==> src/design/sltbl_pkg.sv <==
// Package for the sequential list table: widths, operation codes, cell commands and FSM states.
`default_nettype none
package sltbl_pkg;

   localparam int CAPACITY_DEF = 64;
   localparam int VALUE_W      = 32;
   localparam int OP_W         = 3;
   localparam int RSP_POS_W    = 7;
   localparam int RSP_CNT_W    = 7;

   typedef enum logic [OP_W-1:0] {
      OP_APPEND    = 3'd0,
      OP_PREPEND   = 3'd1,
      OP_DROP_TAIL = 3'd2,
      OP_DROP_HEAD = 3'd3,
      OP_SORTED    = 3'd4,
      OP_REMOVE    = 3'd5,
      OP_SEARCH    = 3'd6
   } op_type;

   // What one cell does with its entry in the apply cycle.
   typedef enum logic [1:0] {
      CELL_HOLD,
      CELL_LOAD,
      CELL_FROM_BELOW,
      CELL_FROM_ABOVE
   } cell_cmd_type;

   typedef enum logic [1:0] {
      ST_IDLE,
      ST_SCAN,
      ST_APPLY
   } state_type;

   // Compare result that a cell reports to the controller.
   typedef struct packed {
      logic eq;
      logic lt;
   } cell_flags_type;

endpackage
`default_nettype wire

==> src/design/sltbl_cell.sv <==
// One list cell: holds a single entry, compares it and shifts with its neighbors.
`default_nettype none
module sltbl_cell (
   input  wire                                    clock,
   input  wire                                    cmp_en,
   input  wire logic signed [sltbl_pkg::VALUE_W-1:0] cmp_value,
   input  wire                                    shift_en,
   input  wire sltbl_pkg::cell_cmd_type           cmd,
   input  wire logic signed [sltbl_pkg::VALUE_W-1:0] load_value,
   input  wire logic signed [sltbl_pkg::VALUE_W-1:0] below_entry,
   input  wire logic signed [sltbl_pkg::VALUE_W-1:0] above_entry,
   output logic signed [sltbl_pkg::VALUE_W-1:0]   entry,
   output sltbl_pkg::cell_flags_type              flags
);
   import sltbl_pkg::*;

   logic signed [VALUE_W-1:0] entry_ff;
   cell_flags_type            flags_ff;
   cell_flags_type            flags_in;

   always_comb begin
      flags_in.eq = (entry_ff == cmp_value);
      flags_in.lt = (entry_ff < cmp_value);
   end

   always_ff @(posedge clock) begin
      if (cmp_en) begin
         flags_ff <= flags_in;
      end
      if (shift_en) begin
         unique case (cmd)
            CELL_HOLD:       entry_ff <= entry_ff;
            CELL_LOAD:       entry_ff <= load_value;
            CELL_FROM_BELOW: entry_ff <= below_entry;
            CELL_FROM_ABOVE: entry_ff <= above_entry;
            default:         entry_ff <= entry_ff;
         endcase
      end
   end

   assign entry = entry_ff;
   assign flags = flags_ff;

endmodule
`default_nettype wire

==> config.mk <==
export PLATFORM = sky130hd
export DESIGN_NAME = sltbl_cell
export DESIGN_NICKNAME = d
export VERILOG_FILES = /design/src/design/sltbl_pkg.sv /design/src/design/sltbl_cell.sv
export SDC_FILE = /design/constraint.sdc
export NUM_CORES = 1
export LEC_CHECK = 0
export BUFFER_PORTS_ARGS = -buffer_cell sky130_fd_sc_hd__buf_4
export CORE_ASPECT_RATIO = 0.7
export CORE_MARGIN = 2
export CORE_UTILIZATION = 42
export DETAILED_ROUTE_END_ITERATION = 16
export GPL_TIMING_DRIVEN = 1
export PLACE_DENSITY_LB_ADDON = 0.1
export SLEW_MARGIN = 20
export SYNTH_ARGS = -nofsm -noshare
export SYNTH_HDL_FRONTEND = slang
export SYNTH_SLANG_ARGS = --single-unit
==> constraint.sdc <==
create_clock -name clock -period 2.5 [get_ports clock]
set_input_delay 0.375 -clock clock [delete_from_list [all_inputs] [get_ports clock]]
set_output_delay 0.375 -clock clock [all_outputs]
set_load 0.02 [all_outputs]
## After elaboration in Yosys (flattened, before gate mapping)

Cells that the tools add are included.

- Flip-flop bits (word level): 34
- Logic and storage cells: 12

- Magnitude comparators: 1
- Eq/ne operators: 4
- Mux-type cells: 1
- Bitwise logic cells: 1
- Reduce and logical (&&, ||, !) cells: 2

Operator list:

| cell | number |
|---|---|
| $pmux 32 s3 | 1 |
| $eq 32x32->1 | 1 |
| $lt 32x32->1 | 1 |
| $eq 2x2->1 const B | 2 |
| $eq 2x1->1 const B | 1 |
| $logic_not 2->1 | 1 |
| $reduce_and 2->1 | 1 |
| $not 1->1 | 1 |

## Depth between registers and ports, before layout

Gate-level depths: netlist of the first run.

- Word-level depth: 3
- Gate-level depth with buffers: 7
- Gate-level depth less buffers: 7

## Worst setup path after synthesis of the first run

OpenSTA, ideal clock, no wires.

- Kind: input to register
- Start point: in cmd[1]
- End point: reg entry_ff[0], in the netlist entry[0], enable pin
- Setup time: 0.391 ns
- Data arrival time: 1.760 ns
- Data required time: 2.109 ns
- Slack: 0.349 ns
- Cell stages on the path: 3
- Cells stage by stage: clkbuf_1 > clkbuf_1 > o21a_1

- Longest elaborated chain between the ends: 3

Ends and longest elaborated chain:

| item | RTL line | RTL |
|---|---|---|
| from (decl) | sltbl_cell.sv:8 | `input wire sltbl_pkg::cell_cmd_type cmd,` |
| $logic_not 2->1 | sltbl_cell.sv:31 | `unique case (cmd)` |
| $not 1->1 (no source line) | - |  |
| $reduce_and 2->1 (no source line) | - |  |
| to (signal assigned) | sltbl_cell.sv:32 | `CELL_HOLD: entry_ff <= entry_ff;` |
| to (signal assigned) | sltbl_cell.sv:33 | `CELL_LOAD: entry_ff <= load_value;` |
| to (signal assigned) | sltbl_cell.sv:34 | `CELL_FROM_BELOW: entry_ff <= below_entry;` |
| to (decl) | sltbl_cell.sv:17 | `logic signed [VALUE_W-1:0] entry_ff;` |

Every way passes these cells.
A chain may end at the register's enable or synchronous reset.

==> impl_metrics.csv, run 1 <==
group,metric,value,unit
timing,hold_violations,0,
timing,relSlewSlack,62.2,%
timing,rsz0062_at_grt,"no",
placed_design,placed_cell_area,0.00381,mm2
clocking,cts.sinks,34,
clocking,h-tree-depth,2,
detailed_routing,vias,2387,
finish,diodes,0,
floorplan,row_count,23,
global_routing,grt_pass1_wl,10300,um
finish,fin_area,0.00389,mm2
power_and_ir_drop,p_seq_share,42.8,%
clocking,cts_buffers,5,
floorplan,core-area,0.00573,mm2
critical_path,cp_max_fo,3,
yosys,syn-num-nets,420,
timing,tns,0,ns
finish,syn2layout_area_growth,55.9,%
power_and_ir_drop,p_leak,0.00199,uW
clocking,clk_path_buf_depth,2,
detailed_routing,drtIter0Drc,39,
timing,period_share,78.5,%
timing,drv_slew,0,
timing,max_freq,509,MHz
min_path,hold_depth,1,
detailed_routing,firstDrtPassIters,4,
finish,nNetsFinal,585,
detailed_routing,drt-total-wl,6780,um
finish,fin_util,68.0,%
power_and_ir_drop,switching_power,508,uW
critical_path,reg2reg_depth,6,
detailed_routing,wl_met3,586,um
critical_path,worstPathArrival,1.98,ns
timing,finalSetupViolCount,0,
finish,layout_common_cells,"buf_4 (169), a21oi_1 (43), nor2_1 (36)",
placed_design,dp_slack,0.484,ns
clocking,cts_hold_buf,0,
yosys,synth_cells,255,
yosys,yosys_register_bits,34,
detailed_routing,ant_nets,0,
yosys,synthDistinctLibCells,29,
power_and_ir_drop,power_density,438,mW/mm2
yosys,avgSynthCellArea,9.79,um2
detailed_routing,highest_layer,"met4",
timing,fin_ws,0.537,ns
clocking,cts_tree,"built",
detailed_routing,vias_per_cell,4.81,
yosys,yosys_warnings,0,
yosys,synth_seq_area_share,40.9,%
global_routing,grt_pass1_vias,2346,
placed_design,hpwl,5500,um
floorplan,ioPinCount,167,
global_routing,grt_max_degree,37,
power_and_ir_drop,switching_share,29.8,%
global_routing,track_usage,20.6,%
critical_path,critical_path_required,2.52,ns
critical_path,endpoint_kind,"flip-flop",
yosys,synth_edf_count,34,
flow_run,maxCapViolCount,0,
min_path,hold_class,"in -> reg",
detailed_routing,drt-met1-wl,2870,um
global_routing,overflow,0,
clocking,insertion_delay,0.28,ns
outcome,status,"finished clean",
clocking,cts_resized,0,
timing,period_needed,1.96,ns
floorplan,die_y,68.5,um
global_routing,antenna_found_initial,0,
clocking,cts_root_buf,"clkbuf_8",
finish,final_common_cell,"buf_4",
clocking,post_cts_buffers,0,
power_and_ir_drop,p_comb_share,34.7,%
floorplan,start_util,43.6,%
detailed_routing,wl_per_cell,13.7,um
detailed_routing,route.met2.wl,3270,um
clocking,clk_pin_slew,0.07,ns
placed_design,routabilityCongestion,0.726,
detailed_routing,drcViolationCount,0,
timing,finClkSkew,0.00890,ns
critical_path,crit_type,"reg -> reg",
floorplan,chipWidth,96.1,um
yosys,synthFlopType,"edfxtp_1",
floorplan,die_area,0.00659,mm2
yosys,synthArstFlopShare,0,%
finish,drive_above_1_share,42.5,%
placed_design,numPortBuffers,166,
power_and_ir_drop,max-vdd-ir-drop,280,uV
yosys,netlist_area,0.00250,mm2
power_and_ir_drop,clkPwrFrac,22.4,%
power_and_ir_drop,p_int,1200,uW
critical_path,cp-start-kind,"flip-flop",
timing,worst_pin_slew,0.566,ns
## layer usage
layer	up-vias	track usage (%)
met3	6	6.20
met2	91	35.7
met4	0	5.71
met1	1041	25.3
met5	-	0
li1	1249	-
## cells by family (layout without fill, tap and decap cells)
| logic type | Yosys count | after routing | share of synthesized area (%) |
|---|---|---|---|
| compound gates | 58 | 58 | 13.5 |
| simple gates | 56 | 56 | 10.1 |
| buf+inv | 43 | 209 | 6.67 |
| flops | 34 | 34 | 40.9 |
| fa+ha+maj | 32 | 32 | 16.0 |
| mux | 32 | 32 | 12.8 |
## final cells by class
cell class	count	area (um2)
clock inverters	3	11.3
fillers	473	1830
inverters	32	120
well taps	75	93.8
repair buffers	169	1270
multi-input cells	178	1310
flip-flops and latches	34	1020
clock buffers	5	68.8
## worst max-delay path, stage by stage (launching register included)
cell      delay [ns]
edfxtp_1        0.41
ha_1            0.35
nand4_1         0.18
nor4_2          0.35
a21boi_2        0.20
o31a_1          0.16
o22ai_2         0.06
## power groups by stage
stage	clock [uW]	sequential [uW]	combinational, uW
3_3_place_gp	0	739	586
3_5_place_dp	0	742	595
2_1_floorplan	0	807	228
6_report	382	729	592
4_1_cts	389	730	598
5_1_grt	416	737	658
## Yosys cell counts, types with 2 or more instances
| library cell | number | area share, % |
|---|---|---|
| a21oi_1 | 43 | 8.6 |
| nor2_1 | 36 | 5.4 |
| edfxtp_1 | 34 | 41 |
| ha_1 | 32 | 16 |
| inv_1 | 32 | 4.8 |
| mux2i_1 | 32 | 13 |
| clkbuf_1 | 7 | 1.1 |
| nand2_1 | 7 | 1.1 |
| nand4_1 | 6 | 1.5 |
| buf_2 | 4 | 0.80 |
| a21o_1 | 2 | 0.60 |
| nand3_1 | 2 | 0.40 |
| o21ai_0 | 2 | 0.40 |
## state kept, by name, summed over array words and instances (netlist names)
name and flops:
flags 2, entry 32
## final timing paths
path / from / endpoint / slack (ns)
worst min-delay path: cmp_en / flags[0] / 0.31
worst min register to register: entry[2] / flags[1] / 0.83
worst max-delay path: entry[14] / flags[0] / 0.54
worst max register to register: entry[14] / flags[0] / 0.54
## metrics by stage
stage               total power [uW]  instances  hold WS [ns]
floorplan                       1040        255         0.487
global placement                1320        488         0.588
detailed placement              1340        488         0.591
CTS                             1720        496         0.303
global route                    1810        496         0.292
finish                          1700        496         0.311
(Power assumes the default switching activity.)
==> run 2, diff against run 1 <==
Clock period 2.5 ns to 1.9 ns, I/O delays scaled along.
==> run 2 against run 1 <==
  * Largest power group unchanged
  * Clock skew shrank 0.0035 ns
  * Worst hold slack lost 0.096 ns
  * Via count grew 3.8%
  * Cell count grew 0.81%
  * Sequential cell count is the same
  * Critical path depth is the same
  * Register-to-register slack lost 0.50 ns
  * Design area grew 3.2%
  * Sequential power grew 32%
  * Die area is the same
  * Combinational power grew 40%
==> impl_metrics.csv, run 2 (synthesis results as in run 1) <==
group,metric,value,unit
outcome,status,"finished clean",
placed_design,dp.cells,491,
power_and_ir_drop,power_density,570,mW/mm2
clocking,clk_pin_slew,0.07,ns
floorplan,die_y,68.5,um
floorplan,row_count,23,
clocking,cts_buffers,5,
finish,drive_above_1_share,44.9,%
timing,max_freq,537,MHz
global_routing,track_usage,20.7,%
floorplan,start_util,43.6,%
detailed_routing,ant_nets,0,
power_and_ir_drop,p_leak,0.00203,uW
timing,relSlewSlack,79.0,%
flow_run,maxCapViolCount,0,
critical_path,cp.depth,6,
timing,period_needed,1.86,ns
clocking,cts_root_buf,"clkbuf_8",
power_and_ir_drop,max-vdd-ir-drop,343,uV
detailed_routing,wl_per_cell,14.2,um
min_path,hold_depth,1,
clocking,insertion_delay,0.28,ns
floorplan,chipWidth,96.1,um
placed_design,hpwl,5950,um
floorplan,die_area,0.00659,mm2
finish,final_common_cell,"buf_4",
critical_path,reg2reg_depth,6,
clocking,h-tree-depth,2,
global_routing,grt_max_degree,25,
global_routing,antenna_found_initial,0,
placed_design,routabilityCongestion,0.752,
timing,rsz0062_at_grt,"yes",
timing,worst_pin_slew,0.314,ns
clocking,cts.sinks,34,
min_path,hold_class,"in -> reg",
detailed_routing,vias_per_cell,4.96,
global_routing,grt_pass1_wl,10100,um
critical_path,path_cells,"ha_1, a21oi_2, o21ai_0, a221o_1, o31a_1, o22ai_2",
detailed_routing,firstDrtPassIters,4,
finish,nNetsFinal,590,
global_routing,overflow,0,
critical_path,cp-start-kind,"flip-flop",
detailed_routing,drt-total-wl,7120,um
finish,syn2layout_area_growth,61.0,%
critical_path,crit_path_max_incr_delay,0.40,ns
timing,hold_violations,0,
clocking,clk_path_buf_depth,2,
finish,diodes,0,
finish,layout_common_cells,"buf_4 (171), a21oi_1 (42), nor2_1 (36)",
finish,largest_reg_flops,32,
placed_design,numPortBuffers,166,
timing,finClkSkew,0.00545,ns
detailed_routing,drcViolationCount,0,
timing,tns,0,ns
critical_path,crit_type,"reg -> reg",
critical_path,critical_path_required,2.03,ns
timing,period_share,98.0,%
detailed_routing,vias,2478,
timing,drv_slew,0,
global_routing,grt_pass1_vias,2273,
detailed_routing,drtIter0Drc,72,
critical_path,critical_path.top_delay_family,"compound AO/OA/AOI/OAI gates",
floorplan,core-area,0.00573,mm2
critical_path,endpoint_kind,"flip-flop",
clocking,cts_tree,"built",
critical_path,worstPathArrival,1.99,ns
critical_path,slowest_stage,"edfxtp_1",
floorplan,ioPinCount,167,
critical_path,cp_max_fo,2,
critical_path,cp_num_buf_inv,0,
timing,finalSetupViolCount,0,
finish,fin_cells,500,
run 2: changes by cell type in the layout (fill, tap and decap cells not counted), moves of 2 or more:
cell      previous run  this run
ha_1                32        29
buf_4              169       171
buf_12               0         3
clkbuf_1             0         2
ha_4                 0         3
clkinv_1             3         0
run 2: layer usage:
metal | track usage [%] | part of all wire, % | vias to the layer above
met5 | 0 | 0 | -
met4 | 5.00 | 0.84 | 0
met3 | 7.07 | 11 | 6
met2 | 35.5 | 47 | 107
met1 | 25.3 | 41 | 1108
li1 | - | - | 1257
run 2: area by class of cell:
cell class	instances	area, um2
Fill cell	446	1710
Tap cell	75	93.8
Multi-Input combinational cell	178	1360
Inverter	32	120
Timing Repair Buffer	174	1340
Sequential cell	34	1020
Clock buffer	7	76.3
run 2: repair_timing:
item | CTS | global route
setup buffers | 0 | 2
hold buffers | 0 | 0
resized for setup | 1 | 4
setup endpoints to repair | 1 | 1
pin swaps | 0 | 2
endpoints found under the hold margin | 0 | 0
run 2: final timing paths:
path                  from  endpoint  slack [ns]
setup reg to reg  entry[5]  flags[0]        0.04
hold / removal      cmp_en  flags[1]        0.22
setup / recovery  entry[5]  flags[0]        0.04
hold reg to reg   entry[2]  flags[1]        0.78
run 2: where the power goes:
part	internal (uW)	total [uW]	switching [uW]
Sequential	919	962	42.9
Combinational	441	831	390
Clock	252	499	246
run 2: metrics by stage:
| step | worst slack, ns | hold WS [ns] | total power [uW] | util [%] | instance area [um2] |
|---|---|---|---|---|---|
| global placement | 0.0491 | 0.498 | 1770 | 67.9 | 3890 |
| detailed placement | -0.0157 | 0.500 | 1790 | 67.9 | 3890 |
| global route | -0.102 | 0.209 | 2410 | 70.2 | 4020 |
| finish | 0.0385 | 0.215 | 2290 | 70.2 | 4020 |
| floorplan | 0.0421 | 0.397 | 1370 | - | 2510 |
| CTS | 0.00184 | 0.206 | 2300 | 69.3 | 3970 |
==> run 3, diff against run 2 <==
Settings changed: CORE_ASPECT_RATIO 0.7 to unset.
==> run 3 against run 2 <==
  * The flow now finishes with violations (setup timing)
  * Global-route usage rose by 0.28 points
  * Register-to-register slack worse by 0.09 ns
  * Clock power increased by 4.4%
  * Utilization fell by 0.30 points
  * Combinational power increased by 1%
  * Clock skew hardly changed
  * Largest cell class unchanged
  * Design area is 1.1% higher
  * Cell count grew 0.80%
  * Routed wire length is 2.6% lower
  * Power increased by 1.4%
==> impl_metrics.csv, run 3 (synthesis results as in run 1) <==
group,metric,value,unit
outcome,status,"finished with violations",
outcome,violations,"setup timing",
placed_design,numPortBuffers,166,
finish,drive_above_1_share,45.2,%
timing,finClkSkew,0.00549,ns
global_routing,grt_pass1_wl,10600,um
critical_path,worstPathArrival,2.08,ns
placed_design,hpwl,5600,um
power_and_ir_drop,max-vdd-ir-drop,351,uV
clocking,cts_buffers,5,
detailed_routing,vias,2462,
critical_path,cp_max_fo,3,
detailed_routing,drtIter0Drc,52,
clocking,cts_root_buf,"clkbuf_8",
power_and_ir_drop,clkPwrFrac,22.4,%
finish,multiInputGateArea,0.00138,mm2
finish,nNetsFinal,593,
clocking,cts_tree,"built",
global_routing,antenna_found_initial,0,
timing,tns,-0.0507,ns
floorplan,core-area,0.00582,mm2
floorplan,start_util,42.9,%
detailed_routing,firstDrtPassIters,5,
detailed_routing,drt-total-wl,6940,um
finish,diodes,0,
power_and_ir_drop,p_int,1620,uW
clocking,cts.sinks,34,
power_and_ir_drop,p_comb_share,36.1,%
finish,seqCellArea,0.00102,mm2
floorplan,die_area,0.00658,mm2
timing,fin_ws,-0.0507,ns
timing,relSlewSlack,71.5,%
power_and_ir_drop,p_seq_share,41.5,%
timing,worst_pin_slew,0.424,ns
power_and_ir_drop,power_density,572,mW/mm2
flow_run,maxCapViolCount,0,
critical_path,endpoint_kind,"flip-flop",
finish,nFillCells,495,
timing,max_freq,513,MHz
critical_path,critical_path_required,2.03,ns
critical_path,crit_type,"reg -> reg",
placed_design,routabilityCongestion,0.763,
timing,period_share,103,%
min_path,hold_class,"in -> reg",
critical_path,cp-start-kind,"flip-flop",
timing,drv_slew,0,
timing,rsz0062_at_grt,"yes",
power_and_ir_drop,p_leak,0.00205,uW
clocking,clk_path_buf_depth,2,
timing,period_needed,1.95,ns
detailed_routing,wl_per_cell,13.8,um
global_routing,track_usage,21.0,%
finish,syn2layout_area_growth,62.8,%
floorplan,chipWidth,81.1,um
detailed_routing,vias_per_cell,4.88,
floorplan,die_y,81.1,um
clocking,cts_hold_buf,0,
global_routing,overflow,0,
detailed_routing,ant_nets,0,
global_routing,grt_pass1_vias,2390,
clocking,insertion_delay,0.29,ns
timing,hold_violations,0,
detailed_routing,drcViolationCount,0,
power_and_ir_drop,switching_power,702,uW
timing,finalSetupViolCount,1,
finish,largest_reg_flops,32,
finish,fin_util,69.9,%
floorplan,ioPinCount,167,
clocking,h-tree-depth,2,
clocking,clk_pin_slew,0.07,ns
finish,final_common_cell,"buf_4",
finish,layout_common_cells,"buf_4 (174), a21oi_1 (43), nor2_1 (36)",
power_and_ir_drop,switching_share,30.2,%
global_routing,grt_max_degree,65,
floorplan,row_count,28,
[run 3: stage by stage]
step                      setup WS [ns]  instances  total power [uW]  hold slack [ns]  area, um2
after floorplan                  0.0421        255              1370            0.397       2510
after global placement          0.00543        490              1760            0.504       3880
after detailed placement        -0.0223        490              1790            0.502       3880
after CTS                       -0.0135        504              2350            0.198       4050
after global routing             -0.130        504              2460            0.194       4060
final                           -0.0507        504              2320            0.213       4060
[run 3: area by class of cell]
class                           instances  area share, %
Clock buffer                            6           1.79
Clock inverter                          2          0.216
Inverter                               32           2.96
Multi-Input combinational cell        178           34.0
Sequential cell                        34           25.1
Tap cell                               75           2.31
Timing Repair Buffer                  177           33.6
[run 3: worst paths after layout]
kind / startpoint / endpoint / slack [ns] / cells after the start
max: entry[19] / flags[0] / -0.05 / 6
max reg2reg: entry[19] / flags[0] / -0.05 / 6
min reg2reg: entry[2] / flags[1] / 0.77 / 3
min: cmp_en / flags[1] / 0.21 / 1
[run 3: repair_timing]
| action | 4_1_cts | 5_1_grt |
|---|---|---|
| pin swaps | 4 | 1 |
| setup buffers | 6 | 0 |
| endpoints found under the hold margin | 0 | 0 |
| resized for setup | 4 | 1 |
| setup endpoints to repair | 1 | 1 |
[run 3: power groups by stage]
stage	clock [uW]	sequential, uW	combinational (uW)
after floorplan	0	1060	303
after detailed placement	0	977	810
final	521	964	839
after global routing	565	972	924
after CTS	543	963	841
after global placement	0	971	792
[run 3: worst max-delay path: stages (launching register included)]
cell       delay (ns)
edfxtp_1         0.41
ha_1             0.33
a21oi_1          0.15
o21ai_0          0.12
a221oi_1         0.39
o2111ai_1        0.21
o22ai_2          0.17
[run 3: metal layers]
| layer | vias up | part of all wire, % | global-route usage (%) |
|---|---|---|---|
| met5 | - | 0 | 0 |
| met4 | 0 | 0.33 | 5.59 |
| met3 | 2 | 7.5 | 5.56 |
| met2 | 100 | 55 | 39.2 |
| met1 | 1097 | 37 | 23.3 |
| li1 | 1263 | - | - |
